**src/ggc_pkg.sv**
```systemverilog
// Package for the greedy garbage-collection victim selector.
// Holds table sizes, request and response types, datapath command and status, and FSM states.
// No dependencies.
package ggc_pkg;

    // Table geometry.
    localparam int NUM_BLOCKS      = 1024;
    localparam int PAGES_PER_BLOCK = 64;
    localparam int IDX_W           = 10;
    localparam int VP_W            = 7;

    // Request function codes.
    localparam logic FUNC_WRITE  = 1'b0;
    localparam logic FUNC_SELECT = 1'b1;

    // One request as it enters the block.
    typedef struct packed {
        logic              func;
        logic [IDX_W-1:0]  block_index;
        logic              is_data_block;
        logic [VP_W-1:0]   valid_pages;
    } t_ggc_req;

    // One result of a select request.
    typedef struct packed {
        logic              found;
        logic [IDX_W-1:0]  victim_block;
        logic [VP_W-1:0]   victim_valid_pages;
    } t_ggc_rsp;

    // One table entry.
    typedef struct packed {
        logic              data;
        logic [VP_W-1:0]   valid;
    } t_blk_entry;

    // Commands from the controller to the datapath.
    typedef struct packed {
        logic clear_wr;    // write zero at the sweep address and advance
        logic table_wr;    // store the request's entry
        logic scan_start;  // reset the sweep address and the running best
        logic scan_rd;     // read the entry at the sweep address and advance
    } t_dp_cmd;

    // Status from the datapath to the controller.
    typedef struct packed {
        logic addr_last;   // sweep address is at the final entry
        logic zero_hit;    // compare stage just chose a block with no valid pages
    } t_dp_sts;

    // Controller states.
    typedef enum logic [2:0] {
        ST_CLEAR,
        ST_IDLE,
        ST_SCAN,
        ST_DRAIN,
        ST_DONE
    } t_ggc_state;

endpackage

```
**src/ggc_ctrl.sv**
```systemverilog
// Controller state machine of the victim selector.
// Sequences the table clearing sweep, table writes and the select scan.
// Depends on ggc_pkg.
module ggc_ctrl import ggc_pkg::*; (
    input  logic    i_clk,
    input  logic    i_rst_n,
    input  logic    start,
    input  logic    i_func,
    input  t_dp_sts i_sts,
    output t_dp_cmd o_cmd,
    output logic    busy,
    output logic    o_done
);

    t_ggc_state r_state;
    t_ggc_state n_state;
    logic       accept;

    assign accept = start && (r_state == ST_IDLE);

    // State register.
    always_ff @(posedge i_clk) begin
        if (!i_rst_n) begin
            r_state <= ST_CLEAR;
        end else begin
            r_state <= n_state;
        end
    end

    // Next state.
    always_comb begin
        n_state = r_state;
        unique case (r_state)
            ST_CLEAR: begin
                if (i_sts.addr_last) begin
                    n_state = ST_IDLE;
                end
            end
            ST_IDLE: begin
                if (accept && (i_func == FUNC_SELECT)) begin
                    n_state = ST_SCAN;
                end
            end
            ST_SCAN: begin
                // A block with no valid pages cannot be beaten, so stop there.
                if (i_sts.zero_hit) begin
                    n_state = ST_DONE;
                end else if (i_sts.addr_last) begin
                    n_state = ST_DRAIN;
                end
            end
            ST_DRAIN: begin
                n_state = ST_DONE;
            end
            ST_DONE: begin
                n_state = ST_IDLE;
            end
            default: begin
                n_state = ST_IDLE;
            end
        endcase
    end

    // Outputs.
    always_comb begin
        o_cmd  = '0;
        busy   = 1'b1;
        o_done = 1'b0;
        unique case (r_state)
            ST_CLEAR: begin
                o_cmd.clear_wr = 1'b1;
            end
            ST_IDLE: begin
                busy             = 1'b0;
                o_cmd.table_wr   = accept && (i_func == FUNC_WRITE);
                o_cmd.scan_start = accept && (i_func == FUNC_SELECT);
            end
            ST_SCAN: begin
                o_cmd.scan_rd = !i_sts.zero_hit;
            end
            ST_DRAIN: begin
                o_cmd = '0;
            end
            ST_DONE: begin
                o_done = 1'b1;
            end
            default: begin
                o_cmd = '0;
            end
        endcase
    end

endmodule

```
**config.mk**
```make
export PLATFORM = sky130hd
export DESIGN_NAME = ggc_ctrl
export DESIGN_NICKNAME = d
export VERILOG_FILES = /design/src/ggc_pkg.sv /design/src/ggc_ctrl.sv
export SDC_FILE = /design/constraint.sdc
export NUM_CORES = 1
export LEC_CHECK = 0
export ABC_AREA = 1
export ABC_CLOCK_PERIOD_IN_PS = 2800
export BUFFER_PORTS_ARGS = -buffer_cell sky130_fd_sc_hd__clkbuf_2
export CORE_AREA = 2 2 39 41
export DETAILED_ROUTE_END_ITERATION = 6
export DIE_AREA = 0 0 41 43
export PLACE_DENSITY = 0.46
export SLEW_MARGIN = 20
export SYNTH_ARGS = -nofsm -noshare
export SYNTH_HDL_FRONTEND = slang
export SYNTH_SLANG_ARGS = --single-unit
```
**constraint.sdc**
```tcl
create_clock -name i_clk -period 2.8 [get_ports i_clk]
set_input_delay 0.28 -clock i_clk [delete_from_list [all_inputs] [get_ports i_clk]]
set_output_delay 0.28 -clock i_clk [all_outputs]
set_load 0.05 [all_outputs]
```
==> results.txt, run 1 <==
- Adder-cell share of the synthesized area: 0
* TritonCTS Buffers: 3
- F_max: 635.2 MHz
- Synthesis handed over a netlist of 43 instances.
- The mapped netlist covers 232.7 um2.
* CP Data Required Time: 2.52 ns
* Most used cells in the layout excluding fill and tap cells: 12 x nand2_1, 11 x inv_1, 11 x clkbuf_2
* CP peak stage delay: 0.31 ns
- Once layout is complete, the utilization of the core stands at 0.2414.
- Maximum root-to-sink buffer count: 2
- Biggest regs: r_state x3
* Chip width: 41 um
* Slew at the pin with the worst max-slew slack: 0.2794 ns
- A synthesized cell averages 5.412 um2.
- Leaving out fill and tap cells, the most frequent cell in the layout is nand2_1.
- Setup repair after global routing missed its margin: false
- CTS built an H-tree with a depth of 1.
- Synthesis produced a netlist with a net count of 49.
* Die Footprint: 1763 um2
- Library cell appearing most often on the critical path: nand2_1
- Of the synthesized area, sequential elements account for 0.2581.
- In the final routed layout, each cell accounts on average for 6.662 um.
- The register with the most flip-flops in the layout has 3 of them.
- Count of final setup violators: 0
* Period minus WS final: 1.574 ns
* Critical path endpoint category: output port
- After clock tree synthesis, the flow added hold-fix buffers numbering 0.
- In the finished design, the share of the clock period the worst path needs comes to 0.5623.
- Dividing the detail-routed via count by the number of cells gives 3.743.
- Port bufs: 11
* Final weighted congestion in routability-driven placement: 0.7108
* Routed vias: 277
- Worst-path fanout max: 5
- Sequential cell area: 60.06 um2
- The worst setup path is of the reg -> out kind.
* Sum of routed wire length over all layers: 493 um
- From bottom edge to top edge, the die measures 43 um.
* Fin Setup TNS: 0 ns
* Buffers plus inverters on the worst setup path: 2
* Leakage component of the power: 0.2064 nW
- WP data arrival: 1.29 ns
* Power per cell area: 1112 nW/um2
- GRT Residual Overflow: 0
- Hold path startpoint: i_rst_n
* Total global routing track utilization: 0.07623
- Register name with the most flops: r_state
- First-pass GRT wire length: 903 um
- Traced cell by cell, the critical path runs through inv_2, nand2_1, nor2_2, nand2_1, nor2_1, clkbuf_2.
- The via count of the first global-routing pass was 234.
* Minimum setup slack in the final design: 1.226 ns
- For this design, the sink count on the clock tree is 3.
- Layout Nets: 65
- The biggest area contributor in the post-synthesis netlist is dfxtp_1.
* Kind of cell adding the most delay to the critical path: simple AND/OR/NAND/NOR gates
- Run status: complete, no violations
- Buffer type at the clock tree root: clkbuf_4
- Number of placement rows: 14
- At the placement stage, the worst setup path has a slack of 1.454 ns.
- Of the total synthesized cell area, the portion taken by XOR and XNOR cells is 0.
* Area inside the core boundary: 1384 um2
- The hold violation count in the final report is 0.
- Layout-stage area growth over the synthesis result: 43.55%
- Number of max-slew violations in the final report: 0
* Number of antenna violations at the first check in global routing: 0
* Simple-gate portion of the synthesized area: 0.4892
- The first routing iteration left 9 violations.
* Post-detailed-route DRC marker count: 0
- Number of max-cap violations: 0
* Count of fill cells added during filler insertion: 168
- The first detailed-routing pass took 4 iterations.
* Boundary Pins: 12
- For this configuration, the core starts out at a cell density of 0.1682.
- Hold is met by 0.3214 ns.
- The most critical setup path has its startpoint at r_state[2].
- Distinct cells, synth: 11
- Multiplexer share of the synthesized area: 0
* Clock skew: 0.001051 ns
* Clock transition at path regs: 0.04 ns
* Area contributors post-synth: dfxtp_1 26%, nand2_1 19%, inv_1 18%
- Clock tree from TritonCTS: built
- Total power for the finished layout comes to 0.3713 mW.
- Headroom to the max-slew limit came out at 0.8145.
- Compound-cell area share of the yosys netlist: 0.05914
- Synthesis-stage register bit count: 3
- Pin count of the biggest net entering global routing: 6
* Reg-to-Reg Start: r_state[2]
- In the final layout, the multi-input gates occupy 127.6 um2.
- By area, the combinational part of the netlist is dominated by simple AND/OR/NAND/NOR gates.
* Final ANT Viol Nets: 0
- Buffer count from post-CTS setup fixing: 0
- During synthesis, Yosys emitted a total of 0 warnings.
- Number of diodes added for antenna fixing: 0
- The later pin in the worst-skew pair is clocked with a latency of 0.23 ns.
- Once detailed placement completed, the half-perimeter wirelength came to 426.2 um.
- Of the post-synthesis cell area, the dominant cell type holds 0.2581.
- IR analysis of the VDD net gives a maximum drop of 0.0003413 V.
* Number of gates resized after CTS: 0
- STA classifies the critical path startpoint as a flip-flop.
- Class of the worst hold path: in -> reg
- Max stage delay cell, worst path: dfxtp_1
- Fraction of layout instances using a drive strength above 1: 0.3276
==> power breakdown <==
part	switching, mW	leakage, nW	internal [mW]	total [mW]
logic	0.167	0.167	0.0603	0.227
registers	0.0128	0.0247	0.0563	0.0691
clock network	0.0220	0.0150	0.0534	0.0753
==> metal layers <==
metal  global-route usage  up-vias  routed length [um]
met4              0.04000        0                   0
met3              0.04712        0                  21
li1                     -      152                   -
met1              0.09936      121                 234
met5                    0        -                   0
met2              0.09375        4                 237
==> final cells by class <==
type / count / area share
Timing Repair Buffer: 11 / 0.1648
Sequential cell: 3 / 0.1798
Clock buffer: 4 / 0.07865
Inverter: 12 / 0.1348
Multi-Input combinational cell: 28 / 0.3820
Tap cell: 16 / 0.05993
==> logic make-up (layout without fill, tap and decap cells) <==
family / count (synthesis) / in the layout
flops: 3 / 3
buf+inv: 12 / 27
simple gates: 26 / 26
compound gates: 2 / 2
==> worst reg2reg max path: stages (launching register included) <==
cell and delay, ns:
dfxtp_1 0.31, inv_2 0.08, nand2_1 0.06, nor2_2 0.16
o21ai_2 0.09, nand2_1 0.06, nor2_1 0.03, nand2_1 0.05
inv_1 0.03
==> synthesized netlist by cell type (all sizes together) <==
cell type  number
o21ai           1
nor2           11
inv            12
nand2          12
a21oi           1
nand3           2
nor3            1
dfxtp           3
==> worst paths after layout <==
check / slack, ns / depth (start not counted) / to
hold / removal: 0.32 / 3 / r_state[2]
setup reg to reg: 1.82 / 8 / r_state[1]
hold reg to reg: 0.58 / 2 / r_state[2]
setup / recovery: 1.23 / 6 / o_cmd[2]
==> metrics by stage <==
stage / cells / area [um2]
3_5_place_dp: 70 / 307.8
4_1_cts: 74 / 334.1
3_3_place_gp: 70 / 307.8
5_1_grt: 74 / 334.1
6_report: 74 / 334.1
2_1_floorplan: 43 / 232.7
(Power assumes the default switching activity.)
==> run 2: changes to the inputs <==
Settings changed: ABC_CLOCK_PERIOD_IN_PS 2800 to 1400, PLACE_DENSITY 0.46 to 0.47.
Clock period 2.8 ns to 1.4 ns, I/O delays scaled along.
==> run 2 against run 1 <==
  * Cell area up 12%
  * Cell count grew 1.4%
  * Via count grew 6.9%
  * Worst setup slack got worse by 1.1 ns
  * First-iteration DRC count down 22%
  * Clock skew barely moved
  * Worst hold slack lost 0.14 ns
  * Sequential cell count unchanged
  * Core utilization rose by 3.0 points
  * Count of clock-buffer cells in the layout unchanged
  * Critical path type unchanged
  * Critical endpoint unchanged
  * Largest cell class unchanged
==> results.txt, run 2 (synthesis results as in run 1) <==
- Maximum root-to-sink buffer count: 2
- The flow ran to the end, and the final reports show no timing, DRC or antenna violations.
- CP peak stage delay: 0.31 ns
- The via count of the first global-routing pass was 259.
- The register with the most flip-flops in the layout has 3 of them.
- The floorplan step set the die height to 43 um.
- Count of fill cells added during filler insertion: 166
- The critical path is of the reg -> out type.
- Layout-stage area growth over the synthesis result: 61.29%
- During I/O placement, the number of pins put on the boundary was 12.
- Number of antenna violations at the first check in global routing: 0
- Summing internal, switching and leakage power gives 0.8075 mW.
- In this run the tightest slew margin relative to its limit is 0.8172.
* Count of final setup violators: 0
- Routed vias: 296
- Detailed placement finished with a half-perimeter wire length of 449.6 um.
- For this configuration, the core starts out at a cell density of 0.1682.
- For this design the static power due to leakage is 0.2163 nW.
- In the layout the commonest cells are 11 x inv_1, 10 x nand2_1, 6 x nor2_1, 6 x clkbuf_2, 4 x clkbuf_4.
- STA classifies the critical path startpoint as a flip-flop.
* Final hold violation count: 0
- After detailed placement, the total cell area comes to 315.3 um2.
- Max-cap violations in this run came to 0.
- Clock skew: 0.0006929 ns
- Clk sinks: 3
- The worst-case IR drop observed on VDD is 0.0008107 V.
* Count of hold buffers inserted by post-cts repair: 0
* Number of DRC markers after the initial detailed-route iteration: 7
- The count of final max-slew check failures was 0.
- Die Footprint: 1763 um2
* Register name with the most flops: r_state
- Cell-by-cell trace of the critical path: inv_2, nand2_2, nor2_4, nand2_2, nor2_2, buf_6
- Critical path endpoint category: output port
- The number of clock buffers added by TritonCTS is 3.
- Biggest regs: r_state x3
- In this run the worst path has a maximum fanout of 5.
- For the worst setup path, the data required time is 1.26 ns.
- At the pin with the least slew margin, the transition time is 0.2753 ns.
* Post-detailed-route DRC marker count: 0
- Fraction of layout instances using a drive strength above 1: 0.4237
- Sum of routed wire length over all layers: 551 um
- The clock reaches the later pin of the worst-skew pair after 0.23 ns.
- TritonCTS built the clock tree.
- Dividing the detail-routed wire length by the instance count gives 7.347 um.
- The finished cells cover 375.4 um2.
- Once detail routing completed, the nets flagged for antenna violations numbered 0.
- Setup repair after global routing left no endpoint under its margin.
- The pre-antenna-repair detailed-routing pass consisted of 4 iterations.
- Post-route fraction of the period consumed by the critical path: 0.9427
- In this run the worst hold path is classified as in -> reg.
* GRT Residual Overflow: 0
* Total global routing track utilization: 0.07816
- Buffer type at the clock tree root: clkbuf_4
- At the worst endpoint, the arrival time is 1.18 ns.
- The largest individual stage delay along the critical path comes from the cell dfxtp_2.
* Port bufs: 11
- The most numerous cell type found on the critical path is nand2_2.
- After floorplanning, the core was sized to cover 1384 um2.
- After the last flow step, the layout net total stands at 66.
* Power per cell area: 2151 nW/um2
- Chip width: 41 um
- Buffer count from post-CTS setup fixing: 0
* Most common cell after layout, fill and taps aside: inv_1
* Pin count of the biggest net entering global routing: 6
* Final weighted congestion in routability-driven placement: 0.7113
- The repair_antennas step left the layout with diodes totalling 0.
* F_max: 757.7 MHz
* Vias per cell: 3.947
- The first global-routing pass estimated 924 um of wire.
* Htree depth: 1
- The clock period could shrink to 1.320 ns.
- Number of placement rows: 14
- Number of gates resized after CTS: 0
- Clock transition at path regs: 0.04 ns
[run 2: cell count changes in the layout (fill, tap and decap cells not counted), moves of 2 or more]
| cell | previous run | this run |
|---|---|---|
| buf_6 | 0 | 2 |
| buf_4 | 0 | 2 |
| nor2_1 | 8 | 6 |
| nand2_1 | 12 | 10 |
| nand2_2 | 0 | 2 |
| clkbuf_2 | 11 | 6 |
[run 2: layer usage]
layer / GRT usage / vias up / share of wire
met5: 0 / - / 0
met4: 0.04000 / 0 / 0
met3: 0.04712 / 0 / 0.056
met2: 0.1063 / 8 / 0.54
met1: 0.09265 / 131 / 0.41
li1: - / 157 / -
[run 2: path summary, 6_finish.rpt]
kind | to | cells after the start | slack, ns | startpoint
setup reg to reg | r_state[1] | 9 | 0.36 | r_state[2]
hold reg to reg | r_state[2] | 2 | 0.59 | r_state[0]
hold / removal | r_state[2] | 3 | 0.19 | i_rst_n
setup / recovery | o_cmd[2] | 6 | 0.08 | r_state[2]
[run 2: power by group]
part | switching [mW] | internal (mW) | total (mW)
clock network | 0.0413 | 0.107 | 0.148
logic | 0.349 | 0.165 | 0.514
registers | 0.0317 | 0.113 | 0.145
[run 2: area by class of cell]
cell class              instances  area (um2)  area share
clock buffers                   4       26.28     0.07000
inverters                      12       45.04      0.1200
multi-input cells              28       142.6      0.3800
flip-flops and latches          3       61.31      0.1633
well taps                      16       20.02     0.05333
repair buffers                 12       80.08      0.2133
[run 2: stage by stage]
| step | setup WS [ns] | hold slack, ns | utilization | setup TNS, ns | instances |
|---|---|---|---|---|---|
| 6_report | 0.08017 | 0.1853 | 0.2712 | 0 | 75 |
| 5_1_grt | 0.005087 | 0.2187 | 0.2712 | 0 | 75 |
| 4_1_cts | 0.01792 | 0.1861 | 0.2468 | 0 | 75 |
| 3_5_place_dp | 0.2732 | 0.4232 | 0.2278 | 0 | 71 |
| 3_3_place_gp | 0.2892 | 0.4273 | 0.2278 | 0 | 71 |
| 2_1_floorplan | -0.03697 | 0.3049 | - | -0.07395 | 43 |
[run 2: worst max-delay path, delay by kind of cell, from the launching register on]
family	cells	cell delay (ns)
flip-flops	1	0.31
buffers and inverters	2	0.25
AND/OR/NAND/NOR	4	0.39
